[config.mk]
export PLATFORM = sky130hd
export DESIGN_NAME = stun_message_parser_top
export DESIGN_NICKNAME = d
export VERILOG_FILES = /design/src/rtl/stunmp_pkg.sv /design/src/rtl/stun_message_parser_top.sv
export SDC_FILE = /design/constraint.sdc
export NUM_CORES = 1
export LEC_CHECK = 0
export BUFFER_PORTS_ARGS = -buffer_cell sky130_fd_sc_hd__buf_4
export CAP_MARGIN = 0
export CORE_MARGIN = 4
export CORE_UTILIZATION = 35
export CTS_CLUSTER_DIAMETER = 30
export DETAILED_ROUTE_END_ITERATION = 8
export PLACE_DENSITY = 0.63
export SYNTH_ARGS = -nofsm -noshare
export SYNTH_HDL_FRONTEND = slang
export SYNTH_SLANG_ARGS = --single-unit
[constraint.sdc]
create_clock -name clock -period 7.7 [get_ports clock]
set_input_delay 0.77 -clock clock [delete_from_list [all_inputs] [get_ports clock]]
set_output_delay 0.77 -clock clock [all_outputs]
set_load 0.01 [all_outputs]
[src/rtl/stunmp_pkg.sv]
package stunmp_pkg;

   // Message framing constants.
   localparam int unsigned HEADER_BYTES = 20;
   localparam int unsigned COUNT_WIDTH  = 17;
   localparam logic [COUNT_WIDTH-1:0] COUNT_MAX = '1;

   // Attribute types that raise a flag when fully present.
   localparam logic [15:0] ATTR_NOMINATION  = 16'h0025;
   localparam logic [15:0] ATTR_CONTROLLED  = 16'h8029;
   localparam logic [15:0] ATTR_CONTROLLING = 16'h802A;

   // Bit positions in the seen flags.
   localparam int unsigned FLAG_NOMINATION  = 0;
   localparam int unsigned FLAG_CONTROLLED  = 1;
   localparam int unsigned FLAG_CONTROLLING = 2;

   // Result status codes; SHORT takes precedence over MISMATCH, which takes precedence over OVERRUN.
   typedef enum logic [1:0] {
      STATUS_OK       = 2'd0,
      STATUS_SHORT    = 2'd1,
      STATUS_MISMATCH = 2'd2,
      STATUS_OVERRUN  = 2'd3
   } status_type;

   // Parser phase while walking the header and the attributes.
   typedef enum logic [2:0] {
      PH_HEADER  = 3'd0,
      PH_TYPE_HI = 3'd1,
      PH_TYPE_LO = 3'd2,
      PH_LEN_HI  = 3'd3,
      PH_LEN_LO  = 3'd4,
      PH_VALUE   = 3'd5,
      PH_PAD     = 3'd6,
      PH_STOP    = 3'd7
   } phase_type;

endpackage

[src/rtl/stun_message_parser_top.sv]
// A result appears on rsp_ in the cycle after the transfer of the last byte.
// Throughput: one byte per cycle unless held off as below; the parser registers take a small update per byte.
// A byte is held off only while a finished result waits and the result side stalls.
// Reset is synchronous and active high; it clears the parser state and the result valid.
// After every last byte the parser returns to its reset state for the next message.
module stun_message_parser_top (
   input  logic        clock,
   input  logic        reset,
   input  logic        req_valid,
   output logic        req_stall,
   input  logic [7:0]  req_data_byte,
   input  logic        req_last,
   output logic        rsp_valid,
   input  logic        rsp_stall,
   output logic [1:0]  rsp_status,
   output logic [15:0] rsp_msg_type,
   output logic [31:0] rsp_transaction_high,
   output logic [63:0] rsp_transaction_low,
   output logic        rsp_nominated,
   output logic        rsp_controlled,
   output logic        rsp_controlling
);
   import stunmp_pkg::*;

   // Parser state.
   logic [COUNT_WIDTH-1:0] count_ff, count_in;
   logic [15:0]            decl_len_ff, decl_len_in;
   logic [15:0]            type_ff, type_in;
   logic [31:0]            tid_high_ff, tid_high_in;
   logic [63:0]            tid_low_ff, tid_low_in;
   phase_type              phase_ff, phase_in;
   logic [15:0]            attr_code_ff, attr_code_in;
   logic [15:0]            value_rem_ff, value_rem_in;
   logic [1:0]             pad_rem_ff, pad_rem_in;
   logic [2:0]             seen_ff, seen_in;
   logic                   overrun_ff, overrun_in;

   // Result register.
   logic        out_valid_ff;
   status_type  out_status_ff, out_status_in;
   logic [15:0] out_type_ff, out_type_in;
   logic [31:0] out_tid_high_ff, out_tid_high_in;
   logic [63:0] out_tid_low_ff, out_tid_low_in;
   logic [2:0]  out_flags_ff, out_flags_in;

   logic                   req_accept;
   logic                   rsp_accept;
   logic [COUNT_WIDTH-1:0] new_count;
   logic [COUNT_WIDTH-1:0] limit;
   logic [COUNT_WIDTH-1:0] room;
   logic [COUNT_WIDTH-1:0] attr_len;
   logic [15:0]            value_dec;
   logic [1:0]             pad_dec;
   logic [4:0]             pos;

   // Handshakes: the input waits only when a held result cannot leave.
   assign req_stall  = out_valid_ff & rsp_stall;
   assign req_accept = req_valid & ~req_stall;
   assign rsp_accept = out_valid_ff & ~rsp_stall;

   // Byte position and attribute-length arithmetic.
   assign new_count = (count_ff != COUNT_MAX) ? count_ff + 1'b1 : count_ff;
   assign pos       = count_ff[4:0];
   assign limit     = COUNT_WIDTH'(HEADER_BYTES) + {1'b0, decl_len_ff};
   assign room      = (new_count <= limit) ? limit - new_count : '0;
   assign attr_len  = {1'b0, value_rem_ff[15:8], req_data_byte};
   assign value_dec = value_rem_ff - 16'd1;
   assign pad_dec   = pad_rem_ff - 2'd1;

   // Next parser state for the byte on the input.
   always_comb begin
      count_in     = new_count;
      decl_len_in  = decl_len_ff;
      type_in      = type_ff;
      tid_high_in  = tid_high_ff;
      tid_low_in   = tid_low_ff;
      phase_in     = phase_ff;
      attr_code_in = attr_code_ff;
      value_rem_in = value_rem_ff;
      pad_rem_in   = pad_rem_ff;
      seen_in      = seen_ff;
      overrun_in   = overrun_ff;
      if (count_ff < COUNT_WIDTH'(HEADER_BYTES)) begin
         // Header bytes: type, length, cookie (ignored), transaction id.
         if (pos == 5'd0) begin
            type_in = {req_data_byte, 8'h00};
         end else if (pos == 5'd1) begin
            type_in = {type_ff[15:8], req_data_byte};
         end else if (pos == 5'd2) begin
            decl_len_in = {req_data_byte, 8'h00};
         end else if (pos == 5'd3) begin
            decl_len_in = {decl_len_ff[15:8], req_data_byte};
         end else if (pos >= 5'd8 && pos < 5'd12) begin
            tid_high_in = {tid_high_ff[23:0], req_data_byte};
         end else if (pos >= 5'd12) begin
            tid_low_in = {tid_low_ff[55:0], req_data_byte};
         end
         if (pos == 5'(HEADER_BYTES - 1)) begin
            phase_in = PH_TYPE_HI;
         end
      end else begin
         // Attribute walk.
         unique case (phase_ff)
            PH_TYPE_HI: begin
               attr_code_in = {req_data_byte, 8'h00};
               phase_in     = PH_TYPE_LO;
            end
            PH_TYPE_LO: begin
               attr_code_in = {attr_code_ff[15:8], req_data_byte};
               phase_in     = PH_LEN_HI;
            end
            PH_LEN_HI: begin
               value_rem_in = {req_data_byte, 8'h00};
               phase_in     = PH_LEN_LO;
            end
            PH_LEN_LO: begin
               if (attr_len > room) begin
                  overrun_in = 1'b1;
                  phase_in   = PH_STOP;
               end else begin
                  if (attr_code_ff == ATTR_NOMINATION) begin
                     seen_in[FLAG_NOMINATION] = 1'b1;
                  end else if (attr_code_ff == ATTR_CONTROLLED) begin
                     seen_in[FLAG_CONTROLLED] = 1'b1;
                  end else if (attr_code_ff == ATTR_CONTROLLING) begin
                     seen_in[FLAG_CONTROLLING] = 1'b1;
                  end
                  value_rem_in = attr_len[15:0];
                  pad_rem_in   = 2'd0 - attr_len[1:0];
                  phase_in     = (attr_len != '0) ? PH_VALUE : PH_TYPE_HI;
               end
            end
            PH_VALUE: begin
               value_rem_in = value_dec;
               if (value_dec == 16'd0) begin
                  phase_in = (pad_rem_ff != 2'd0) ? PH_PAD : PH_TYPE_HI;
               end
            end
            PH_PAD: begin
               pad_rem_in = pad_dec;
               if (pad_dec == 2'd0) begin
                  phase_in = PH_TYPE_HI;
               end
            end
            default: begin
               phase_in = phase_ff;
            end
         endcase
      end
   end

   // Result for a last byte, built from the updated state.
   always_comb begin
      if (count_in < COUNT_WIDTH'(HEADER_BYTES)) begin
         out_status_in = STATUS_SHORT;
      end else if (count_in != COUNT_WIDTH'(HEADER_BYTES) + {1'b0, decl_len_in}) begin
         out_status_in = STATUS_MISMATCH;
      end else if (overrun_in) begin
         out_status_in = STATUS_OVERRUN;
      end else begin
         out_status_in = STATUS_OK;
      end
      out_type_in     = (out_status_in == STATUS_SHORT) ? 16'd0 : type_in;
      out_tid_high_in = (out_status_in == STATUS_SHORT) ? 32'd0 : tid_high_in;
      out_tid_low_in  = (out_status_in == STATUS_SHORT) ? 64'd0 : tid_low_in;
      out_flags_in    = (out_status_in == STATUS_SHORT || out_status_in == STATUS_MISMATCH)
                        ? 3'd0 : seen_in;
   end

   // Parser registers; a last byte returns them to the reset state.
   always_ff @(posedge clock) begin
      if (reset || (req_accept && req_last)) begin
         count_ff     <= '0;
         decl_len_ff  <= '0;
         type_ff      <= '0;
         tid_high_ff  <= '0;
         tid_low_ff   <= '0;
         phase_ff     <= PH_HEADER;
         attr_code_ff <= '0;
         value_rem_ff <= '0;
         pad_rem_ff   <= '0;
         seen_ff      <= '0;
         overrun_ff   <= 1'b0;
      end else if (req_accept) begin
         count_ff     <= count_in;
         decl_len_ff  <= decl_len_in;
         type_ff      <= type_in;
         tid_high_ff  <= tid_high_in;
         tid_low_ff   <= tid_low_in;
         phase_ff     <= phase_in;
         attr_code_ff <= attr_code_in;
         value_rem_ff <= value_rem_in;
         pad_rem_ff   <= pad_rem_in;
         seen_ff      <= seen_in;
         overrun_ff   <= overrun_in;
      end
   end

   // Result valid: set by a last-byte transfer, cleared once the result is taken.
   always_ff @(posedge clock) begin
      if (reset) begin
         out_valid_ff <= 1'b0;
      end else if (req_accept && req_last) begin
         out_valid_ff <= 1'b1;
      end else if (rsp_accept) begin
         out_valid_ff <= 1'b0;
      end
   end

   // Result payload.
   always_ff @(posedge clock) begin
      if (req_accept && req_last) begin
         out_status_ff   <= out_status_in;
         out_type_ff     <= out_type_in;
         out_tid_high_ff <= out_tid_high_in;
         out_tid_low_ff  <= out_tid_low_in;
         out_flags_ff    <= out_flags_in;
      end
   end

   assign rsp_valid            = out_valid_ff;
   assign rsp_status           = out_status_ff;
   assign rsp_msg_type         = out_type_ff;
   assign rsp_transaction_high = out_tid_high_ff;
   assign rsp_transaction_low  = out_tid_low_ff;
   assign rsp_nominated        = out_flags_ff[FLAG_NOMINATION];
   assign rsp_controlled       = out_flags_ff[FLAG_CONTROLLED];
   assign rsp_controlling      = out_flags_ff[FLAG_CONTROLLING];

endmodule

==> results.cfg <==
[status]
status = completed

[global_route]
grt_max_degree = 69
overflow = 0
antenna_found_initial = 0
grt_first_pass_wirelength_um = 71600
grt_pass1_vias = 12962
grt_util_all_layers_pct = 18.3

[drt]
drt_iter0_markers = 1279
drc = 0
wl_um = 45400
drt-pass1-iter-count = 5
vias_per_cell = 5.36
detail_route.wl_per_cell_um = 17.5
num_vias = 13922
antenna_left = 0

[min_path]
hold_class = input port to flip-flop

[critical_path]
path_buf_inv = 3
critical_path.most_common_cell = a21oi_1
crit_path_end_kind = flip-flop
crit_family = compound AO/OA/AOI/OAI gates
path_class = flip-flop to flip-flop
cp.arrival_ns = 7.43
critPathSlowestCell = a2111oi_0
cp-start-kind = flip-flop
critPathMaxFanout = 26
worstPathRequired_ns = 8.01
worst_path_largest_cell_delay_ns = 0.57

[floorplan]
rows = 77
io_pins = 132
die_area_um2 = 48000
start_util_pct = 35.4
die_x_um = 219
die_y_um = 219
core_area_um2 = 44100

[clocking]
clkTransAtPathRegs_ns = 0.05
clock-root-buffer = clkbuf_16
cts_tree = yes
clock-sinks = 304
htree_levels = 2
cts_buffers = 56
cts_hold_buf = 0
cts_max_path_buffers = 3
clk_latency_ns = 0.58

[layout]
final_layout_size_suffix_gt1_share_pct = 14.3
syn2layout_area_growth_pct = 21.3
diodes = 0
utilization_pct = 42.9
stdcell_count = 2596
layout.nets = 2014

[sta]
layout_min_cycle_time_ns = 7.12
setup_tns_ns = 0
finClkSkew_ns = 0.0212
rsz0062_at_grt = no
setup_viol = 0
min_period_over_period_pct = 92.4
whs_ns = 0.382
timing_max_transition_violations_final = 0
hold_violations = 0
timing.fmax_ghz = 0.141
max_slew_margin_pct = 24.4
tightestPinTransition_ns = 1.13

[flow_run]
max-cap-violations = 0

[pwr]
power.density_nw_per_um2 = 232
p_total_w = 0.00440
max-vdd-ir-drop_mv = 0.144
leakage_nw = 6.60

[place]
place_congestion = 0.891
hpwl_um = 29400
io_buffers = 131
dp_cells = 2491

[synthesis]
synth_seq_cells = 304
async_reset_ff_share_pct = 0
yosysTopAreaCell = dfxtp_1
syn_nets = 1933
syn_area_um2 = 15600
ys_types = 78
synth-edff-count = 117
syn_inst = 1876
seq_area_frac_synth_pct = 46.5
synth_ff_type = dfxtp_1
synth.area.top_cells = dfxtp_1 (24%), edfxtp_1 (23%), nand2_1 (13%)
synth_top_area_share_pct = 24.0
syn_area_per_cell_um2 = 8.32
ys_warn_count = 0
-- worst register-to-register path, cell delays in order, from the launching register on --
cell       delay [ns]
dfxtp_1          0.48
ha_1             0.44
and3_1           0.33
nand2_1          0.12
nor2_1           0.41
mux2i_1          0.14
buf_4            0.18
ha_1             0.30
a21oi_1          0.07
maj3_1           0.40
o311ai_2         0.46
nand3_1          0.20
nand3_2          0.28
nand2_1          0.12
ha_1             0.32
a2111oi_0        0.57
a221o_1          0.25
a31oi_1          0.04
o221ai_1         0.43
a21oi_1          0.08
buf_4            0.19
a21oi_1          0.21
a21o_1           0.17
ha_4             0.26
buf_4            0.33
a21oi_1          0.09
-- final timing paths --
path	from	to	slack, ns	cells after the start
max	count_ff[0]	rsp_transaction_high[30]	0.58	25
min	reset	rsp_valid	0.38	2
max reg2reg	count_ff[0]	rsp_transaction_high[30]	0.58	25
min reg2reg	tid_low_ff[61]	tid_low_ff[61]	0.46	2
-- metrics by stage --
step           worst slack (ns)  cell area, um^2
5_1_grt                  0.0124            18900
3_5_place_dp              0.468            17000
4_1_cts                   0.487            18900
2_1_floorplan              1.03            15600
6_report                  0.583            18900
3_3_place_gp              0.841            17000
-- Yosys cell counts (7+ instances only) --
cell      instances
o211ai_1         14
a21o_1           15
nand4_1          12
ha_1             43
a21oi_1         279
dfxtp_1         187
and3_1           16
nand2_1         525
o21ai_0          45
a22oi_1          27
xor2_1           34
a31oi_1          10
a211oi_1         17
nor2_1          105
edfxtp_1        117
or4_1             8
nand3_1          44
inv_1            27
nor3_1           22
clkbuf_1        114
or3_1             8
o21a_1            9
nor2b_1           7
nor4_1           11
xnor2_1          45
mux2i_1          24
-- power breakdown --
| group | leakage [nW] | switching (W) | internal [W] |
|---|---|---|---|
| logic | 3.04 | 0.000173 | 0.0000860 |
| registers | 2.65 | 0.0000148 | 0.00169 |
| clock network | 0.915 | 0.000866 | 0.00156 |
| total | 6.60 | 0.00105 | 0.00334 |
-- registers in the layout, summed over array words and instances (netlist names), 17 cells and up --
name	cells
rsp_transaction_low	64
count_ff	17
tid_low_ff	64
rsp_transaction_high	32
tid_high_ff	32
-- metal layers --
metal	routed length (um)	GRT usage (%)	vias to the layer above	part of all wire, %
met2	21000	29.8	473	46
met3	2780	2.80	90	6.1
li1	-	-	6712	-
met5	0	0	-	0
met1	20300	24.9	6647	45
met4	1340	6.05	0	3.0
-- final cells by class --
| cell class | count | area, um^2 |
|---|---|---|
| Clock inverter | 44 | 459 |
| Inverter | 28 | 108 |
| Tap cell | 592 | 741 |
| Fill cell | 4303 | 25200 |
| Clock buffer | 61 | 1440 |
| Timing Repair Buffer | 152 | 1150 |
| Sequential cell | 304 | 7260 |
| Multi-Input combinational cell | 1415 | 7770 |
-- cells by family after synthesis --
| family | Yosys count | synth area share (%) |
|---|---|---|
| adder cells (fa/ha/maj) | 45 | 3.64 |
| flip-flops | 304 | 46.5 |
| buffers and inverters | 157 | 3.99 |
| XOR/XNOR | 80 | 4.54 |
| AO/OA/AOI/OAI | 464 | 17.5 |
| multiplexers | 25 | 1.61 |
| AND/OR/NAND/NOR | 801 | 22.2 |
-- repair_timing --
| item | 4_1_cts | 5_1_grt |
|---|---|---|
| endpoints found under the setup margin | 0 | 102 |
| gates resized for setup | 0 | 2 |
| buffers inserted | 0 | 0 |
-- layout by cell type (no fill, tap or decap), drive strengths merged, types with 15 or more instances in the layout --
cell / instances
o211ai: 15
and3: 16
mux2i: 24
nor3: 25
clkinv: 23
xnor2: 46
ha: 43
a22oi: 27
nand2: 525
buf: 152
clkbuf: 61
inv: 35
edfxtp: 117
o21ai: 46
a21oi: 279
a21o: 15
nor2: 105
dfxtp: 187
a211oi: 19
nand3: 44
xor2: 34
Power figures use the tool's default switching activity.
